`config.mk`:
```
export PLATFORM = sky130hd
export DESIGN_NAME = bspf_ctrl
export DESIGN_NICKNAME = d
export VERILOG_FILES = /design/src/bspf_pkg.sv /design/src/bspf_ctrl.sv
export VERILOG_INCLUDE_DIRS = /design/src /design/src/src
export SDC_FILE = /design/constraint.sdc
export NUM_CORES = 1
export LEC_CHECK = 0
export ABC_AREA = 1
export BUFFER_PORTS_ARGS = -buffer_cell sky130_fd_sc_hd__buf_4
export CAP_MARGIN = 20
export CELL_PAD_IN_SITES_DETAIL_PLACEMENT = 0
export CELL_PAD_IN_SITES_GLOBAL_PLACEMENT = 1
export CORE_MARGIN = 1.5
export CORE_UTILIZATION = 44
export CTS_BUF_LIST = sky130_fd_sc_hd__clkbuf_4 sky130_fd_sc_hd__clkbuf_8 sky130_fd_sc_hd__clkbuf_16
export DETAILED_ROUTE_END_ITERATION = 6
export HOLD_SLACK_MARGIN = 0.15
export PLACE_DENSITY = 0.94
export SLEW_MARGIN = 5
export SYNTH_ARGS = -nofsm -noshare
export SYNTH_HDL_FRONTEND = slang
export SYNTH_SLANG_ARGS = --single-unit
```
`constraint.sdc`:
```
create_clock -name clock -period 3.8 [get_ports clock]
set_input_delay 0.19 -clock clock [delete_from_list [all_inputs] [get_ports clock]]
set_output_delay 0.19 -clock clock [all_outputs]
set_load 0.02 [all_outputs]
```
`src/bilinear_stress_profile_fit_assert.svh`:
```
// ----------------------------------------------------------------------------
// bilinear stress profile fit assertion macros
// concurrent checks sampled on clock, off while reset is high
// ----------------------------------------------------------------------------
`ifndef BILINEAR_STRESS_PROFILE_FIT_ASSERT_SVH
`define BILINEAR_STRESS_PROFILE_FIT_ASSERT_SVH

// same-cycle implication
`define BSPF_ASSERT_IMP(label, ante, cons, msg) \
   label: assert property (@(posedge clock) disable iff (reset) (ante) |-> (cons)) \
      else $error(msg);

// next-cycle implication
`define BSPF_ASSERT_NXT(label, ante, cons, msg) \
   label: assert property (@(posedge clock) disable iff (reset) (ante) |=> (cons)) \
      else $error(msg);

`endif

```
`src/bspf_pkg.sv`:
```
// ----------------------------------------------------------------------------
// bspf_pkg
// shared types, codes and helpers of the bilinear stress profile fit
// ----------------------------------------------------------------------------
package bspf_pkg;

   localparam int CSR_ADDR_W = 3;
   localparam logic REG_LIMIT = 1'b0;
   localparam logic [31:0] LIMIT_RESET = 32'd655;
   localparam logic [40:0] QUOT_CLAMP = 41'h100_0000_0000;

   typedef enum logic [3:0] {
      OP_NONE, OP_FIRST, OP_LOAD, OP_MUL, OP_ACC, OP_EVAL, OP_DIV_A,
      OP_BAND, OP_KMUL, OP_DIV_P, OP_TERM, OP_KINK, OP_EMIT
   } op_type;

   typedef enum logic [1:0] {
      SEL_FAIL, SEL_FIRST, SEL_KINK, SEL_LAST
   } sel_type;

   typedef enum logic [1:0] {
      FIT_FAIL = 2'd0, FIT_LIN = 2'd1, FIT_BIL = 2'd2
   } fit_type;

   typedef struct packed {
      op_type  op;
      logic [2:0] step;
      logic    use_first;
      sel_type sel;
      fit_type fit;
   } cmd_type;

   typedef struct packed {
      logic nsmall;
      logic a_gt;
      logic a_lt;
      logic b_zero;
      logic div_busy;
      logic pass_band;
      logic out_free;
   } sts_type;

   function automatic logic signed [15:0] sat16(input logic signed [43:0] v);
      if (v > 44'sd32767) begin
         return 16'sh7fff;
      end else if (v < -44'sd32768) begin
         return 16'sh8000;
      end
      return v[15:0];
   endfunction

endpackage

```
`src/bspf_ctrl.sv`:
```
// ----------------------------------------------------------------------------
// bspf_ctrl
// sequencer: point accumulation, end-of-profile tests, divisions, result beats
// ----------------------------------------------------------------------------
`include "bilinear_stress_profile_fit_assert.svh"

module bspf_ctrl
   import bspf_pkg::*;
(
   input  logic    clock,
   input  logic    reset,
   input  logic    in_valid,
   input  logic    in_last,
   output logic    in_ready,
   input  sts_type sts,
   output cmd_type cmd
);

   typedef enum logic [11:0] {
      ST_IDLE   = 12'b0000_0000_0001,
      ST_MUL    = 12'b0000_0000_0010,
      ST_ACC    = 12'b0000_0000_0100,
      ST_EVAL   = 12'b0000_0000_1000,
      ST_DECIDE = 12'b0000_0001_0000,
      ST_DIV    = 12'b0000_0010_0000,
      ST_BAND   = 12'b0000_0100_0000,
      ST_KMUL   = 12'b0000_1000_0000,
      ST_DIVP   = 12'b0001_0000_0000,
      ST_TERM   = 12'b0010_0000_0000,
      ST_KINK   = 12'b0100_0000_0000,
      ST_EMIT   = 12'b1000_0000_0000
   } state_type;

   typedef enum logic [1:0] {
      DPH_RATIO, DPH_TERM, DPH_FORCE
   } dph_type;

   state_type  state_ff, state_in;
   dph_type    dph_ff, dph_in;
   fit_type    kind_ff, kind_in;
   logic [2:0] step_ff, step_in;
   logic [1:0] idx_ff, idx_in;
   logic       use_first_ff, use_first_in;
   logic       last_ff, last_in;
   logic       open_ff, open_in;
   logic       final_beat;

   always_comb begin
      state_in = state_ff;
      dph_in = dph_ff;
      kind_in = kind_ff;
      step_in = step_ff;
      idx_in = idx_ff;
      use_first_in = use_first_ff;
      last_in = last_ff;
      open_in = open_ff;
      in_ready = 1'b0;
      final_beat = 1'b0;
      cmd.op = OP_NONE;
      cmd.step = step_ff;
      cmd.use_first = use_first_ff;
      cmd.sel = SEL_FAIL;
      cmd.fit = kind_ff;

      unique case (state_ff)
         ST_IDLE: begin
            in_ready = 1'b1;
            if (in_valid) begin
               last_in = in_last;
               open_in = !in_last;
               if (!open_ff) begin
                  cmd.op = OP_FIRST;
                  if (in_last) begin
                     kind_in = FIT_FAIL;
                     idx_in = 2'd0;
                     state_in = ST_EMIT;
                  end
               end else begin
                  cmd.op = OP_LOAD;
                  step_in = 3'd0;
                  use_first_in = 1'b0;
                  state_in = ST_MUL;
               end
            end
         end
         ST_MUL: begin
            cmd.op = OP_MUL;
            if (step_ff == 3'd5) begin
               state_in = use_first_ff ? ST_EVAL : ST_ACC;
            end else begin
               step_in = step_ff + 3'd1;
            end
         end
         ST_ACC: begin
            cmd.op = OP_ACC;
            if (last_ff) begin
               use_first_in = 1'b1;
               step_in = 3'd0;
               state_in = ST_MUL;
            end else begin
               state_in = ST_IDLE;
            end
         end
         ST_EVAL: begin
            cmd.op = OP_EVAL;
            state_in = ST_DECIDE;
         end
         ST_DECIDE: begin
            idx_in = 2'd0;
            if (sts.nsmall && sts.a_gt) begin
               kind_in = FIT_FAIL;
               state_in = ST_EMIT;
            end else if (sts.nsmall && sts.a_lt) begin
               kind_in = FIT_LIN;
               state_in = ST_EMIT;
            end else if (sts.b_zero) begin
               kind_in = FIT_FAIL;
               state_in = ST_EMIT;
            end else begin
               cmd.op = OP_DIV_A;
               dph_in = DPH_RATIO;
               state_in = ST_DIV;
            end
         end
         ST_DIV: begin
            if (!sts.div_busy) begin
               case (dph_ff)
                  DPH_RATIO: state_in = ST_BAND;
                  DPH_TERM:  state_in = ST_TERM;
                  default:   state_in = ST_KINK;
               endcase
            end
         end
         ST_BAND: begin
            cmd.op = OP_BAND;
            if (sts.pass_band) begin
               state_in = ST_KMUL;
            end else begin
               kind_in = FIT_FAIL;
               idx_in = 2'd0;
               state_in = ST_EMIT;
            end
         end
         ST_KMUL: begin
            cmd.op = OP_KMUL;
            state_in = ST_DIVP;
         end
         ST_DIVP: begin
            cmd.op = OP_DIV_P;
            dph_in = DPH_TERM;
            state_in = ST_DIV;
         end
         ST_TERM: begin
            // takes the slope term and starts the force quotient
            cmd.op = OP_TERM;
            dph_in = DPH_FORCE;
            state_in = ST_DIV;
         end
         ST_KINK: begin
            cmd.op = OP_KINK;
            kind_in = FIT_BIL;
            idx_in = 2'd0;
            state_in = ST_EMIT;
         end
         ST_EMIT: begin
            case (kind_ff)
               FIT_LIN: begin
                  cmd.sel = (idx_ff == 2'd0) ? SEL_FIRST : SEL_LAST;
                  final_beat = idx_ff == 2'd1;
               end
               FIT_BIL: begin
                  cmd.sel = (idx_ff == 2'd0) ? SEL_FIRST :
                            (idx_ff == 2'd1) ? SEL_KINK : SEL_LAST;
                  final_beat = idx_ff == 2'd2;
               end
               default: begin
                  cmd.sel = SEL_FAIL;
                  final_beat = 1'b1;
               end
            endcase
            if (sts.out_free) begin
               cmd.op = OP_EMIT;
               idx_in = idx_ff + 2'd1;
               if (final_beat) begin
                  state_in = ST_IDLE;
               end
            end
         end
         default: state_in = ST_IDLE;
      endcase
   end

   always_ff @(posedge clock) begin
      if (reset) begin
         state_ff <= ST_IDLE;
         open_ff <= 1'b0;
         use_first_ff <= 1'b0;
         step_ff <= '0;
      end else begin
         state_ff <= state_in;
         open_ff <= open_in;
         use_first_ff <= use_first_in;
         step_ff <= step_in;
      end
      dph_ff <= dph_in;
      kind_ff <= kind_in;
      idx_ff <= idx_in;
      last_ff <= last_in;
   end

   `BSPF_ASSERT_IMP(a_div_started, $rose(state_ff == ST_DIV), sts.div_busy, "divider not running")
   `BSPF_ASSERT_NXT(a_single_fail, state_ff == ST_IDLE && in_valid && !open_ff && in_last, state_ff == ST_EMIT && kind_ff == FIT_FAIL, "single point not failed")
   `BSPF_ASSERT_IMP(a_emit_closed, state_ff == ST_EMIT, !open_ff, "emitting with profile open")

endmodule
```
==> impl_metrics.tcl <==
set metrics [dict create \
    status "finished clean" \
    timing.setup.tns_ns 0 \
    route.vias.total 1536 \
    synth-edff-count 7 \
    max_slew.worst_pin.slew_ns 0.4977 \
    hpwl_mm 2.961 \
    drcViolationCount 0 \
    area_delta_synth_final_pct 17.31 \
    synth_area_leader_cell "dfxtp_1" \
    fin_nets 283 \
    grt_start_max_net_pins 16 \
    avgSynthCellArea_um2 6.958 \
    ys_ff_latch 24 \
    grt.total_usage_pct 18.91 \
    n_fill_cell 391 \
    grt_overflow_total 0 \
    synth.most_common_cell "nand2_1" \
    routabilityCongestion 0.9005 \
    initial_core_util_pct 45.76 \
    netlist_instances 239 \
    p_total_mw 1.139 \
    diodes 0 \
    setup_viol 0 \
    core_area_um2 3633 \
    skew_ns 0.01446 \
    yosysWarnings 0 \
    min_period_over_period_pct 51.97 \
    yosysUniqueCellTypes 34 \
    synthArstFlopShare_pct 0 \
    antenna_left 0 \
    worst-setup-path-type "reg2out" \
    die_h_um 64.48 \
    cts_tree "done" \
    clkTransAtPathRegs_ns 0.09 \
    rsz0062_at_grt "no" \
    vias_per_cell 4.923 \
    crit_fanout 7 \
    period_minus_slack_ns 1.975 \
    drv_cap 0 \
    ys_top_cells_by_area "dfxtp_1 (20%), edfxtp_1 (13%), nand2_1 (12%), inv_1 (8.6%), nor2_1 (6.5%)" \
    num_rows 22 \
    cp-end-kind "output pin" \
    drv_slew 0 \
    slew_headroom_pct 66.69 \
    yosysSeqAreaShare_pct 33.11 \
    synthesis.area_um2 1663 \
    power_density_nw_per_um2 584.0 \
    max_freq_ghz 0.5064 \
    peakVddDrop_v 0.0004225 \
    dieArea_um2 4157 \
    first_iter_violations 62 \
    die_w_um 64.48 \
    synth_flop_cell "dfxtp_1" \
    routed_wl_mm 3.574 \
    yosysTopAreaCellShare_pct 20.47 \
    antenna_found_initial 0 \
    cts.path.max_buffers 2 \
    cts_root_buf "clkbuf_8" \
    critPathLaunchType "flop" \
    htreeDepth 1 \
    insertion_delay_ns 0.27 \
    finalHoldViolations 0 \
    drt_first_pass_iters 4 \
    drive_gt1_share_pct 21.59 \
    cts_made_buffers 3 \
    cp.arrival_ns 1.78 \
    port_buffers 23 \
    leakagePower_nw 0.9567 \
    grt_pass1_vias 1360 \
    io_pins 24 \
    required_ns 3.61 \
    grt_pass1_wl_mm 6.106 \
    syn_nets 257 \
    hold_class "in2reg" \
    wl_per_cell_um 11.46 \
    synth_top_cells_by_count "nand2_1 (55), inv_1 (38), nor2_1 (29)" \
    cts_num_sinks 24 \
]
## metrics by stage
| stage | utilization [%] | cells | hold WS [ns] | area (um^2) | setup slack [ns] |
|---|---|---|---|---|---|
| after floorplan | - | 239 | 0.2597 | 1663 | 1.636 |
| after global placement | 51.45 | 307 | 0.3853 | 1869 | 2.052 |
| after detailed placement | 51.45 | 307 | 0.3874 | 1869 | 2.049 |
| after CTS | 53.68 | 312 | 0.2031 | 1951 | 1.800 |
| after global routing | 53.68 | 312 | 0.1995 | 1951 | 1.679 |
| final | 53.68 | 312 | 0.2016 | 1951 | 1.825 |
## per-layer routing
metal | vias up | share of wire, % | global-route usage [%]
met4 | 0 | 2.6 | 7.713
met1 | 678 | 48 | 26.31
met3 | 9 | 6.1 | 2.778
met2 | 45 | 43 | 29.43
met5 | - | 0 | 0
li1 | 804 | - | -
## final cells by class
| class | count | area [um^2] | area share (%) |
|---|---|---|---|
| Clock buffer | 3 | 41.29 | 2.117 |
| Clock inverter | 1 | 30.03 | 1.539 |
| Inverter | 43 | 161.4 | 8.275 |
| Multi-Input combinational cell | 169 | 924.6 | 47.40 |
| Sequential cell | 24 | 550.5 | 28.22 |
| Tap cell | 48 | 60.06 | 3.079 |
| Timing Repair Buffer | 24 | 182.7 | 9.365 |
## cells by family (layout without fill, tap and decap cells)
group                      Yosys count  in the layout  share of synthesized area [%]
AOI/OAI and AO/OA                   13             13                          4.664
DFF                                 24             24                          33.11
buffers and inverters               46             71                          11.29
xor gates and xnor gates             1              1                         0.5268
adders and majority gates            7              7                          5.267
and+or+nand+nor                    148            148                          45.15
## flip-flops by register name, indices dropped and copies added, names as in the netlist
| name | flops |
|---|---|
| step_ff | 3 |
| last_ff | 1 |
| use_first_ff | 1 |
| kind_ff | 2 |
| idx_ff | 2 |
| open_ff | 1 |
| state_ff | 12 |
| dph_ff | 2 |
## cells in the final DEF (no fill, tap or decap), drive strengths merged, types with 7 or more instances in the layout
cell type,netlist,final
buf,2,23
dfxtp,17,17
nand3,19,19
ha,7,7
nor3,14,14
edfxtp,7,7
nand2,64,64
inv,42,42
nor2,40,40
## path summary, 6_finish.rpt
check | slack (ns) | cells after the start | to | from
max | 1.83 | 6 | cmd[2] | state_ff[6]$_SDFFE_PP0P_
min | 0.20 | 2 | kind_ff[0]$_DFFE_PP_ | sts[5]
max reg2reg | 2.04 | 10 | kind_ff[0]$_DFFE_PP_ | kind_ff[1]$_DFFE_PP_
min reg2reg | 0.52 | 2 | state_ff[0]$_SDFFE_PP1P_ | state_ff[0]$_SDFFE_PP1P_
## worst max-delay path, stage by stage (launching register included)
cell and delay (ns):
dfxtp_1 0.34, nor2_1 0.15, nand2_2 0.14, nor2_4 0.20, nand2_1 0.14, a2111oi_0 0.32, buf_4 0.22
## what timing repair did
action	4_1_cts	5_1_grt
hold endpoints to repair	1	0
setup buffers	0	0
hold buffers	1	0
gates resized for setup	0	0
## report_power, final
part	switching, mW	internal (mW)
sequential	0.0347	0.313
combinational	0.370	0.198
clock	0.0820	0.141
total	0.487	0.652
No activity file was read; power rests on OpenSTA's default activity.
